$ cat src/sv/wspc_pkg.sv
// Shared constants, codes and control types for the wheel speed PID controller.
`timescale 1ns / 1ps
package wspc_pkg;

    // Block sizing
    localparam int EDGE_HISTORY    = 4;
    localparam int DIV_STEPS       = 64;
    localparam int DIV_CNT_W       = $clog2(DIV_STEPS + 1);

    // Divide by one million: six 12-bit digits, each formed and then taken from the remainder
    localparam logic [3:0]  CDIV_CYCLES     = 4'd12;
    localparam logic [32:0] USEC_RECIP      = 33'd4503599628;

    // Arithmetic constants
    localparam logic [6:0]  STALL_OVERFLOWS = 7'd64;
    localparam logic [6:0]  OVF_SAT         = 7'd127;
    localparam logic [63:0] SPEED_K         = 64'd9193454617;
    localparam logic [31:0] USEC_PER_SEC    = 32'd1000000;
    localparam logic [30:0] SPEED_MAX       = 31'h7FFF_FFFF;
    localparam logic [14:0] DERIV_MAX       = 15'h7FFF;
    localparam logic [7:0]  PWM_MAX         = 8'd255;

    // Input operation codes
    localparam logic [1:0] OP_EDGE   = 2'd0;
    localparam logic [1:0] OP_OVF    = 2'd1;
    localparam logic [1:0] OP_CTRL   = 2'd2;
    localparam logic [1:0] OP_TRESET = 2'd3;

    // Configuration register indexes
    localparam logic [2:0] CFG_KP    = 3'd0;
    localparam logic [2:0] CFG_KI    = 3'd1;
    localparam logic [2:0] CFG_KD    = 3'd2;
    localparam logic [2:0] CFG_LIMIT = 3'd3;
    localparam logic [2:0] CFG_POL   = 3'd4;

    // Multiplier operand selects
    localparam logic [2:0] MS_INC = 3'd0;
    localparam logic [2:0] MS_DER = 3'd1;
    localparam logic [2:0] MS_P   = 3'd2;
    localparam logic [2:0] MS_I   = 3'd3;
    localparam logic [2:0] MS_D   = 3'd4;

    // Commands from controller to datapath
    typedef struct packed {
        logic       accept;
        logic       mul_en;
        logic [2:0] mul_sel;
        logic       diff;
        logic       div_start;
        logic [1:0] div_sel;
        logic       upd_speed;
        logic       upd_integ;
        logic       upd_deriv;
        logic       acc_load;
        logic       acc_add;
        logic       acc_add_sh;
        logic       p51;
        logic       pwm;
        logic       load_out;
    } t_cmd;

    // Divider operand selects
    localparam logic [1:0] DS_SPEED = 2'd0;
    localparam logic [1:0] DS_INC   = 2'd1;
    localparam logic [1:0] DS_DER   = 2'd2;

    // Status from datapath to controller
    typedef struct packed {
        logic div_done;
    } t_sts;

endpackage

$ cat src/sv/wspc_ctrl.sv
// Controller: sequences each word through the datapath and drives both handshakes.
`timescale 1ns / 1ps
module wspc_ctrl (
    input  logic           i_clk,
    input  logic           i_rst_n,
    input  logic           i_in_valid,
    output logic           o_in_stall,
    input  logic [1:0]     i_op,
    output logic           o_out_valid,
    input  logic           i_out_stall,
    output wspc_pkg::t_cmd o_cmd,
    input  wspc_pkg::t_sts i_sts
);

    localparam logic [3:0] ST_IDLE   = 4'd0;
    localparam logic [3:0] ST_E_DIV  = 4'd1;
    localparam logic [3:0] ST_E_WAIT = 4'd2;
    localparam logic [3:0] ST_C_MULI = 4'd3;
    localparam logic [3:0] ST_C_DIVI = 4'd4;
    localparam logic [3:0] ST_C_WTI  = 4'd5;
    localparam logic [3:0] ST_C_MULD = 4'd6;
    localparam logic [3:0] ST_C_DIVD = 4'd7;
    localparam logic [3:0] ST_C_WTD  = 4'd8;
    localparam logic [3:0] ST_C_MP   = 4'd9;
    localparam logic [3:0] ST_C_MI   = 4'd10;
    localparam logic [3:0] ST_C_MD   = 4'd11;
    localparam logic [3:0] ST_C_AD   = 4'd12;
    localparam logic [3:0] ST_C_P51  = 4'd13;
    localparam logic [3:0] ST_C_PWM  = 4'd14;
    localparam logic [3:0] ST_DONE   = 4'd15;

    logic [3:0] r_state, n_state;
    logic       r_out_valid, n_out_valid;
    logic       take;

    assign take       = (r_state == ST_IDLE) && i_in_valid;
    assign o_in_stall = (r_state != ST_IDLE);

    // Next state and commands
    always_comb begin
        n_state = r_state;
        o_cmd   = '0;
        o_cmd.accept = take;
        unique case (r_state)
            ST_IDLE: begin
                if (i_in_valid) begin
                    priority if (i_op == wspc_pkg::OP_EDGE) n_state = ST_E_DIV;
                    else if (i_op == wspc_pkg::OP_CTRL)     n_state = ST_C_MULI;
                    else                                    n_state = ST_DONE;
                end
            end
            ST_E_DIV: begin
                o_cmd.div_start = 1'b1;
                o_cmd.div_sel   = wspc_pkg::DS_SPEED;
                n_state         = ST_E_WAIT;
            end
            ST_E_WAIT: begin
                if (i_sts.div_done) begin
                    o_cmd.upd_speed = 1'b1;
                    n_state         = ST_DONE;
                end
            end
            ST_C_MULI: begin
                o_cmd.mul_en  = 1'b1;
                o_cmd.mul_sel = wspc_pkg::MS_INC;
                o_cmd.diff    = 1'b1;
                n_state       = ST_C_DIVI;
            end
            ST_C_DIVI: begin
                o_cmd.div_start = 1'b1;
                o_cmd.div_sel   = wspc_pkg::DS_INC;
                n_state         = ST_C_WTI;
            end
            ST_C_WTI: begin
                if (i_sts.div_done) begin
                    o_cmd.upd_integ = 1'b1;
                    n_state         = ST_C_MULD;
                end
            end
            ST_C_MULD: begin
                o_cmd.mul_en  = 1'b1;
                o_cmd.mul_sel = wspc_pkg::MS_DER;
                n_state       = ST_C_DIVD;
            end
            ST_C_DIVD: begin
                o_cmd.div_start = 1'b1;
                o_cmd.div_sel   = wspc_pkg::DS_DER;
                n_state         = ST_C_WTD;
            end
            ST_C_WTD: begin
                if (i_sts.div_done) begin
                    o_cmd.upd_deriv = 1'b1;
                    n_state         = ST_C_MP;
                end
            end
            ST_C_MP: begin
                o_cmd.mul_en  = 1'b1;
                o_cmd.mul_sel = wspc_pkg::MS_P;
                n_state       = ST_C_MI;
            end
            ST_C_MI: begin
                o_cmd.mul_en   = 1'b1;
                o_cmd.mul_sel  = wspc_pkg::MS_I;
                o_cmd.acc_load = 1'b1;
                n_state        = ST_C_MD;
            end
            ST_C_MD: begin
                o_cmd.mul_en  = 1'b1;
                o_cmd.mul_sel = wspc_pkg::MS_D;
                o_cmd.acc_add = 1'b1;
                n_state       = ST_C_AD;
            end
            ST_C_AD: begin
                o_cmd.acc_add_sh = 1'b1;
                n_state          = ST_C_P51;
            end
            ST_C_P51: begin
                o_cmd.p51 = 1'b1;
                n_state   = ST_C_PWM;
            end
            ST_C_PWM: begin
                o_cmd.pwm = 1'b1;
                n_state   = ST_DONE;
            end
            ST_DONE: begin
                if (!r_out_valid || !i_out_stall) begin
                    o_cmd.load_out = 1'b1;
                    n_state        = ST_IDLE;
                end
            end
            default: n_state = ST_IDLE;
        endcase
    end

    // Output word valid: set on load, drop when taken
    always_comb begin
        priority if (o_cmd.load_out) n_out_valid = 1'b1;
        else if (!i_out_stall)       n_out_valid = 1'b0;
        else                         n_out_valid = r_out_valid;
    end

    always_ff @(posedge i_clk) begin
        if (!i_rst_n) begin
            r_state     <= ST_IDLE;
            r_out_valid <= 1'b0;
        end else begin
            r_state     <= n_state;
            r_out_valid <= n_out_valid;
        end
    end

    assign o_out_valid = r_out_valid;

`ifndef ASSERT_OFF
    a_ctrl_start: assert property (@(posedge i_clk) disable iff (!i_rst_n)
        (r_state == ST_IDLE && i_in_valid && i_op == wspc_pkg::OP_CTRL)
        |=> (r_state == ST_C_MULI))
        else $error("control word did not start the PID sequence");

    a_edge_finish: assert property (@(posedge i_clk) disable iff (!i_rst_n)
        (r_state == ST_E_WAIT && i_sts.div_done) |=> (r_state == ST_DONE))
        else $error("edge word did not finish after division");

    a_done_hold: assert property (@(posedge i_clk) disable iff (!i_rst_n)
        (r_state == ST_DONE && r_out_valid && i_out_stall)
        |=> (r_state == ST_DONE && r_out_valid))
        else $error("result overwrote a stalled output word");

    a_no_lost: assert property (@(posedge i_clk) disable iff (!i_rst_n)
        (r_state == ST_DONE && !(r_out_valid && i_out_stall))
        |=> (r_out_valid && r_state == ST_IDLE))
        else $error("finished word not loaded to output");
`endif

endmodule

$ cat config.mk
export PLATFORM = sky130hd
export DESIGN_NAME = wspc_ctrl
export DESIGN_NICKNAME = d
export VERILOG_FILES = /design/src/sv/wspc_pkg.sv /design/src/sv/wspc_ctrl.sv
export SDC_FILE = /design/constraint.sdc
export NUM_CORES = 1
export LEC_CHECK = 0
export BUFFER_PORTS_ARGS = -buffer_cell sky130_fd_sc_hd__buf_2
export CORE_AREA = 3 3 40 42
export CTS_CLUSTER_SIZE = 14
export DETAILED_ROUTE_END_ITERATION = 10
export DIE_AREA = 0 0 43 45
export PLACE_DENSITY = 0.79
export SETUP_SLACK_MARGIN = 0.2
export SLEW_MARGIN = 20
export SYNTH_ARGS = -nofsm -noshare
export SYNTH_HDL_FRONTEND = slang
export SYNTH_SLANG_ARGS = --single-unit
$ cat constraint.sdc
create_clock -name i_clk -period 2 [get_ports i_clk]
set_clock_uncertainty 0.2 [all_clocks]
set_input_delay 0.1 -clock i_clk [delete_from_list [all_inputs] [get_ports i_clk]]
set_output_delay 0.1 -clock i_clk [all_outputs]
set_load 0.01 [all_outputs]
==> results of run 1 <==
==> synthesized netlist by cell type, types with 2 or more instances <==
cell type	count	area share, %
nand4_1	2	2.3
nand2b_1	4	4.5
or4b_4	2	5.0
xnor2_1	2	3.2
inv_1	3	2.0
nand2_1	6	4.1
a21oi_1	5	4.5
nor2_1	14	9.5
nor3_1	4	3.6
o21a_1	2	2.7
buf_4	2	2.7
buf_6	2	4.1
nor3b_1	3	4.1
dfxtp_1	5	18
clkbuf_1	3	2.0
a31oi_1	2	2.3
==> stage by stage <==
step                setup slack [ns]  total power, mW  std cells
floorplan                     0.2889           0.7591         78
global placement              0.1922           0.9240        115
detailed placement            0.1456           0.9440        115
CTS                           0.2136            1.070        121
global route                  0.1629            1.184        121
finish                        0.2509            1.086        121
==> worst max-delay path, delay by kind of cell (launching register included) <==
kind               cells  cell delay (ns)
AOI/OAI and AO/OA      2             0.43
and+or+nand+nor        2             0.64
DFF                    1             0.36
==> flip-flops by register name, summed over array words and instances, names as in the netlist <==
signal,cells
o_out_valid,1
r_state,4
==> path summary, 6_finish.rpt <==
path	cells after the start	endpoint	slack [ns]	from
worst max-delay path	4	r_state[2]	0.25	r_state[3]
worst min-delay path	3	r_state[1]	0.05	i_sts
worst max register to register	4	r_state[2]	0.25	r_state[3]
worst min register to register	2	r_state[1]	0.33	r_state[1]
==> power by group <==
part / internal, mW / switching (mW) / total [mW]
logic: 0.349 / 0.375 / 0.724
clock network: 0.0757 / 0.0447 / 0.120
registers: 0.150 / 0.0916 / 0.242
==> routing by layer <==
metal  up-vias  wire [µm]  GRT usage, %
met1       291        666         21.15
met2        13        753         27.25
met5         -          0             0
li1        333          -             -
met4         0          0         3.614
met3         0         60         5.179
==> cell type report <==
type | instances | area share, %
clock buffer | 4 | 3.541
sequential | 5 | 14.50
tap | 15 | 2.530
inverter | 4 | 2.024
multi-input combinational | 60 | 52.11
timing repair buffer | 33 | 25.30
==> kinds of logic after synthesis <==
logic type | share of synthesized area (%)
AOI/OAI and AO/OA | 22.07
DFF | 18.02
and+or+nand+nor | 40.32
xor gates and xnor gates | 4.731
buffers and inverters | 13.06
muxes | 1.802
==> timing repair <==
action                                 4_1_cts  5_1_grt
gates resized for setup                      2        4
endpoints found under the hold margin        2        0
setup endpoints to repair                    3       13
hold buffers                                 2        0
==> flow_metrics.tcl, run 1 <==
set metrics [dict create \
    dpl-instance-area_um2 684.4 \
    multi_input_area_um2 386.6 \
    worstSkewPairLatency_ns 0.25 \
    io_buffer_count 26 \
    cts_setup_buffers 0 \
    synth.avg_cell_area_um2 7.122 \
    core_um2 1285 \
    clock.fmax_mhz 571.7 \
    critPathRequiredTime_ns 1.94 \
    worst_pin_slew_ns 0.3857 \
    syn_inst 78 \
    layout_commonest_cell "buf_2" \
    grt_max_degree 12 \
    ios 27 \
    rows 13 \
    syn_to_final_growth_pct 33.56 \
    initial_core_util_pct 43.23 \
    status "complete, no violations" \
    ff_latch_area_um2 107.6 \
    die-area_um2 1935 \
    setup_tns_ns 0 \
    grt_pass1_wl_um 2470 \
    min_period_ns 1.749 \
    ys_seq_area_share_pct 18.02 \
    final_cell_area_um2 742.0 \
    numCtsBuffers 3 \
    crit_slowest_cell "or4b_4" \
    timing_hold_violations_final 0 \
    postRouteAntennaNets 0 \
    gp_congestion 0.7879 \
    clk_pin_slew_worst_paths_ns 0.05 \
    via_per_inst 5.264 \
    cts_sinks 5 \
    worstPathCellList "or4b_4, a31oi_4, nor2_2, a22o_1" \
    slowest_delay_ns 0.56 \
    h-tree-depth 1 \
    power_leakage_nw 0.3584 \
    final_cell_mix "buf_2 (26), nor2_1 (14), nand2_1 (6)" \
    power.density_nw_per_um2 1464 \
    grt_use_total_pct 16.47 \
    post-route-period-util_pct 87.46 \
    clockBufferDepth 2 \
    cts_root_buf "clkbuf_4" \
    fillCellCount 121 \
    cp.arrival_ns 1.69 \
    antenna_found_initial 0 \
    critPathMaxFanout 9 \
    dominantRegCellSynth "dfxtp_1" \
    async_reset_ff_share_pct 0 \
    drt_iter0_drc 12 \
    wl_per_cell_um 12.23 \
    cts_tree "built" \
    synth_area_um2 555.5 \
    setup_viol 0 \
    end_kind "flop" \
    rsz0062_at_grt "no" \
    nets 114 \
    yosysUniqueCellTypes 33 \
    dp_hpwl_um 1128 \
    final_core_util_pct 57.74 \
    yosysWarnings 0 \
    die_w_um 43 \
    ys_ff_latch 5 \
    totalWireLength_um 1480 \
    die_y_um 45 \
    slew_violations 0 \
    max_cap_violations 0 \
    start_kind "flop" \
    holdCritPathClass "primary input to flop" \
    slew_headroom_pct 73.62 \
    first_pass_iters 4 \
    gr-total-overflow 0 \
    critPathKind "flop to flop" \
    synth_edf_count 0 \
    peakVddDrop_v 0.0006991 \
    grt_pass1_vias 555 \
    timing.hold.ws_ns 0.05232 \
    diodes 0 \
    num_vias 637 \
    final_layout_size_suffix_gt1_share_pct 43.40 \
    drcViolationCount 0 \
    syn-num-nets 85 \
]
Note: power is estimated with default switching activity, not from simulation.
==> run 2: changes to the inputs <==
- CELL_PAD_IN_SITES_DETAIL_PLACEMENT: default -> 2
- CELL_PAD_IN_SITES_GLOBAL_PLACEMENT: default -> 2
- CORE_AREA: 3 3 40 42 -> default
- CORE_MARGIN: default -> 3
- CORE_UTILIZATION: default -> 22
- DIE_AREA: 0 0 43 45 -> default
- PLACE_DENSITY: 0.79 -> 0.81
==> flow_metrics.tcl, run 2 (synthesis gave the netlist of run 1 again) <==
set metrics [dict create \
    worstPathCellList "or4b_4, a31oi_4, nor2_2, a22o_1" \
    grt_pass1_wl_um 3077 \
    final_cell_mix "buf_2 (26), nor2_1 (14), nand2_1 (6), buf_4 (6)" \
    setup_viol 0 \
    drt_iter0_drc 6 \
    post-route-period-util_pct 87.29 \
    clkPwrFrac_pct 11.1 \
    cts_setup_buffers 0 \
    grt_pass1_vias 646 \
    slew_headroom_pct 72.14 \
    end_kind "flop" \
    worstSkewPairLatency_ns 0.25 \
    cts_root_buf "clkbuf_4" \
    p_sw_share_pct 48.56 \
    timing_hold_violations_final 0 \
    r2r_cells 4 \
    ios 27 \
    min_from "i_out_stall" \
    totalWireLength_um 1926 \
    critPathKind "flop to flop" \
    num_vias 673 \
    min_period_ns 1.746 \
    critPathRequiredTime_ns 1.94 \
    pwr-share-seq_pct 20.4 \
    status "complete, no violations" \
    h-tree-depth 1 \
    critPathMaxFanout 11 \
    power_leakage_nw 0.3600 \
    syn_to_final_growth_pct 36.49 \
    gr-total-overflow 0 \
    via_per_inst 5.022 \
    crit_slowest_cell "or4b_4" \
    max_cap_violations 0 \
    hold_depth 3 \
    wl_per_cell_um 14.37 \
    timing.rr.start "r_state[1]" \
    clk_pin_slew_worst_paths_ns 0.05 \
    grt_max_degree 12 \
    rsz0062_at_grt "no" \
    initial_core_util_pct 24.18 \
    layout_commonest_cell "buf_2" \
    first_pass_iters 4 \
    largest_reg_flops 4 \
    nets 114 \
    die-area_um2 3164 \
    core_um2 2297 \
    clockBufferDepth 2 \
    cp.arrival_ns 1.69 \
    start_kind "flop" \
    cp_top_family "simple AND/OR/NAND/NOR gates" \
    io_buffer_count 26 \
    regToRegEndpoint "r_state[2]" \
    fin_ws_ns 0.2541 \
    worst_pin_slew_ns 0.4168 \
    cts_sinks 5 \
    holdCritPathClass "primary input to flop" \
    post-place-cells 129 \
    slowest_delay_ns 0.56 \
    drcViolationCount 0 \
    comb_power_share_pct 68.5 \
    fin_cells 134 \
    antenna_found_initial 0 \
    dp_hpwl_um 1509 \
    slew_violations 0 \
    rrSetupSlack_ns 0.25 \
    gp_congestion 0.7368 \
    cts_tree "built" \
    die_y_um 56.25 \
    peakVddDrop_v 0.0004726 \
    diodes 0 \
    numCtsBuffers 3 \
    hold_end "o_out_valid" \
    grt_use_total_pct 11.91 \
    timing.hold.ws_ns 0.02071 \
    p_switching_uw 545.4 \
    final_layout_size_suffix_gt1_share_pct 45.28 \
    rows 17 \
    setup_tns_ns 0 \
    power.density_nw_per_um2 1481 \
    top_register "r_state" \
    postRouteAntennaNets 0 \
    internal_power_uw 577.8 \
    die_w_um 56.25 \
    path_buf_inv 0 \
    clock.fmax_mhz 572.8 \
    post-place-ws_ns 0.1660 \
]
## run 2: metal layers
metal	global-route usage [%]	part of all wire [%]	vias up
met5	0	0	-
li1	-	-	327
met3	2.759	2.8	2
met4	2.034	0.73	0
met2	21.70	53	12
met1	14.23	43	332
## run 2: repair_timing
| action | 4_1_cts | 5_1_grt |
|---|---|---|
| gates resized for setup | 2 | 5 |
| pin swaps | 0 | 0 |
| hold buffers | 1 | 0 |
| endpoints found under the setup margin | 3 | 8 |
| hold endpoints to repair | 2 | 0 |
## run 2: worst min-delay path, stage by stage
cell     delay (ns)
buf_2          0.12
nand2_1        0.12
a21oi_1        0.08
## run 2: layout make-up
cell class / count / area, µm²
Multi-Input combinational cell: 60 / 387.9
Clock buffer: 3 / 22.52
Tap cell: 28 / 35.03
Sequential cell: 5 / 107.6
Timing Repair Buffer: 33 / 185.2
Clock inverter: 1 / 5.005
Inverter: 4 / 15.01
Fill cell: 302 / 1539
## run 2: how the worst max path moves through the flow
stage	start	to	depth (start not counted)	slack, ns
2_1_floorplan	r_state[2]	r_state[2]	5	0.29
3_3_place_gp	r_state[1]	r_state[2]	4	0.21
3_5_place_dp	r_state[1]	r_state[2]	4	0.17
4_1_cts	r_state[2]	o_cmd[7]	3	0.20
5_1_grt	r_state[1]	r_state[2]	4	0.20
6_report	r_state[1]	r_state[2]	4	0.25
## run 2: power by group through the flow
stage	registers [mW]	clock network (mW)	logic [mW]
CTS	0.216	0.127	0.781
global route	0.244	0.137	0.849
global placement	0.209	0	0.742
floorplan	0.164	0	0.595
finish	0.229	0.124	0.770
detailed placement	0.216	0	0.771
## run 2: through the flow
stage	cell area (µm²)	util (%)	power [mW]
final	758.2	33.01	1.123
after global routing	758.2	33.01	1.230
after CTS	750.7	32.68	1.125
after detailed placement	708.2	30.83	0.9867
after global placement	708.2	30.83	0.9515
after floorplan	555.5	-	0.7591
==> run 3: changes to the inputs <==
--- a/config.mk
+++ b/config.mk
@@ -7,4 +7,5 @@
 export LEC_CHECK = 0
 export BUFFER_PORTS_ARGS = -buffer_cell sky130_fd_sc_hd__buf_2
+export CAP_MARGIN = 25
 export CELL_PAD_IN_SITES_DETAIL_PLACEMENT = 2
 export CELL_PAD_IN_SITES_GLOBAL_PLACEMENT = 2
==> constraint.sdc (replaced) <==
create_clock -name i_clk -period 2 [get_ports i_clk]
set_clock_uncertainty 0.2 [all_clocks]
set_input_delay 0.4 -clock i_clk [delete_from_list [all_inputs] [get_ports i_clk]]
set_output_delay 0.4 -clock i_clk [all_outputs]
set_load 0.01 [all_outputs]
==> flow_metrics.tcl, run 3 (synthesis gave the netlist of run 1 again) <==
set metrics [dict create \
    grt_pass1_wl_um 5188 \
    clock.fmax_mhz 487.2 \
    die-area_um2 3164 \
    wl_per_cell_um 25.13 \
    drcViolationCount 0 \
    rrSetupSlack_ns 0.03 \
    ff_latch_area_um2 115.1 \
    cp.arrival_ns 1.45 \
    post-route-period-util_pct 102.6 \
    layout_commonest_cell "buf_2" \
    worstPathCellList "buf_6, buf_8, nand4_1, a21oi_2, buf_2" \
    h-tree-depth 1 \
    critPathKind "flop to primary output" \
    rows 17 \
    final_cell_mix "buf_2 (22), buf_4 (19), buf_6 (9)" \
    cts_tree "built" \
    power.density_nw_per_um2 1653 \
    ios 27 \
    diodes 0 \
    wl_met3_um 115 \
    post-place-ws_ns 0.1457 \
    cts_sinks 5 \
    gp_congestion 0.7873 \
    cts_root_buf "clkbuf_4" \
    internal_power_uw 966.5 \
    dp_hpwl_um 1439 \
    drt_iter0_drc 20 \
    fin_ws_ns -0.05262 \
    final_layout_size_suffix_gt1_share_pct 73.23 \
    antenna_found_initial 0 \
    clkPwrFrac_pct 7.0 \
    timing.rr.start "r_state[2]" \
    syn_to_final_growth_pct 104.1 \
    min_from "i_rst_n" \
    die_w_um 56.25 \
    crit_slowest_cell "dfxtp_4" \
    setup_viol 4 \
    rsz0062_at_grt "yes" \
    worstSkewPairLatency_ns 0.26 \
    dr_wl_met2_um 2080 \
    start_kind "flop" \
    grt_pass1_vias 900 \
    timing.hold.ws_ns 0.2461 \
    critPathRequiredTime_ns 1.40 \
    grt_max_degree 12 \
    hold_end "r_state[0]" \
    cp_top_family "buffers and inverters" \
    final_core_util_pct 49.35 \
    holdCritPathClass "primary input to flop" \
    timing_hold_violations_final 0 \
    wl_met1_um 1648 \
    r2r_cells 5 \
    path_buf_inv 3 \
    violations "negative setup slack" \
    nets 135 \
    post-place-cells 128 \
    totalWireLength_um 3895 \
    postRouteAntennaNets 0 \
    pwr-share-seq_pct 14.0 \
    worst_pin_slew_ns 0.5169 \
    initial_core_util_pct 24.18 \
    p_sw_share_pct 48.43 \
    slew_headroom_pct 64.65 \
    end_kind "primary output" \
    io_buffer_count 26 \
    clk_pin_slew_worst_paths_ns 0.06 \
    hold_depth 3 \
    core_um2 2297 \
    grt_use_total_pct 21.71 \
    fin_cells 155 \
    gr-total-overflow 0 \
    top_register "r_state" \
    slew_violations 0 \
    status "finished, violations left" \
    p_switching_uw 907.8 \
    fillCellCount 245 \
    multi_input_area_um2 528.0 \
    highest_layer "met4" \
    max_cap_violations 0 \
    num_vias 840 \
    numCtsBuffers 3 \
    clockBufferDepth 2 \
    die_y_um 56.25 \
    comb_power_share_pct 79.0 \
    first_pass_iters 6 \
    slowest_delay_ns 0.37 \
    min_period_ns 2.053 \
    regToRegEndpoint "r_state[3]" \
    via_per_inst 5.419 \
    power_leakage_nw 0.5200 \
    peakVddDrop_v 0.0008609 \
    largest_reg_flops 4 \
    power_mw 1.874 \
    critPathMaxFanout 7 \
]
## run 3: changes by cell type in the layout (fill, tap and decap cells not counted), sizes merged
cell         change
clkinv           -1
clkbuf           +1
dlygate4sd3      -1
buf             +22
## run 3: cell type report
type                       count  area share, %
sequential                     5          10.15
multi-input combinational     60          46.58
inverter                       4          1.325
tap                           28          3.091
clock buffer                   4          2.318
timing repair buffer          54          36.53
## run 3: metrics by stage
step | cell area (µm²) | setup TNS [ns]
finish | 1134 | -0.1446
global route | 1134 | -0.3172
CTS | 973.4 | 0
detailed placement | 700.7 | 0
global placement | 700.7 | 0
floorplan | 555.5 | 0
## run 3: what timing repair did
item | CTS | global route
pin swaps | 8 | 7
cloned | 0 | 0
hold buffers | 0 | 0
gates resized for setup | 30 | 26
buffers inserted | 17 | 6
setup endpoints to repair | 21 | 23
## run 3: routing by layer
layer	global-route usage, %	vias to the layer above
met1	27.71	438
met5	0	-
met4	3.051	0
li1	-	367
met2	38.90	29
met3	3.448	6
## run 3: worst max path at each step
| stage | start | to | slack, ns | cells past startpoint |
|---|---|---|---|---|
| after floorplan | r_state[0] | o_cmd[6] | 0.21 | 4 |
| after global placement | r_state[0] | o_cmd[7] | 0.18 | 3 |
| after detailed placement | r_state[0] | o_cmd[7] | 0.15 | 3 |
| after CTS | r_state[1] | o_cmd[7] | 0.02 | 3 |
| after global routing | r_state[2] | o_cmd[0] | -0.1 | 5 |
| final | r_state[2] | o_cmd[0] | -0.05 | 5 |
## run 3: power by group through the flow
| stage | clock network [mW] | registers [mW] | logic, mW |
|---|---|---|---|
| CTS | 0.128 | 0.236 | 1.13 |
| global placement | 0 | 0.211 | 0.732 |
| global route | 0.144 | 0.271 | 1.54 |
| finish | 0.131 | 0.262 | 1.48 |
| detailed placement | 0 | 0.217 | 0.758 |
| floorplan | 0 | 0.164 | 0.595 |
## run 3: tightest hold or removal path, delay by kind of cell
family	cells	cell delay (ns)
buf+inv	1	0.12
mux	1	0.06
simple gates	1	0.06
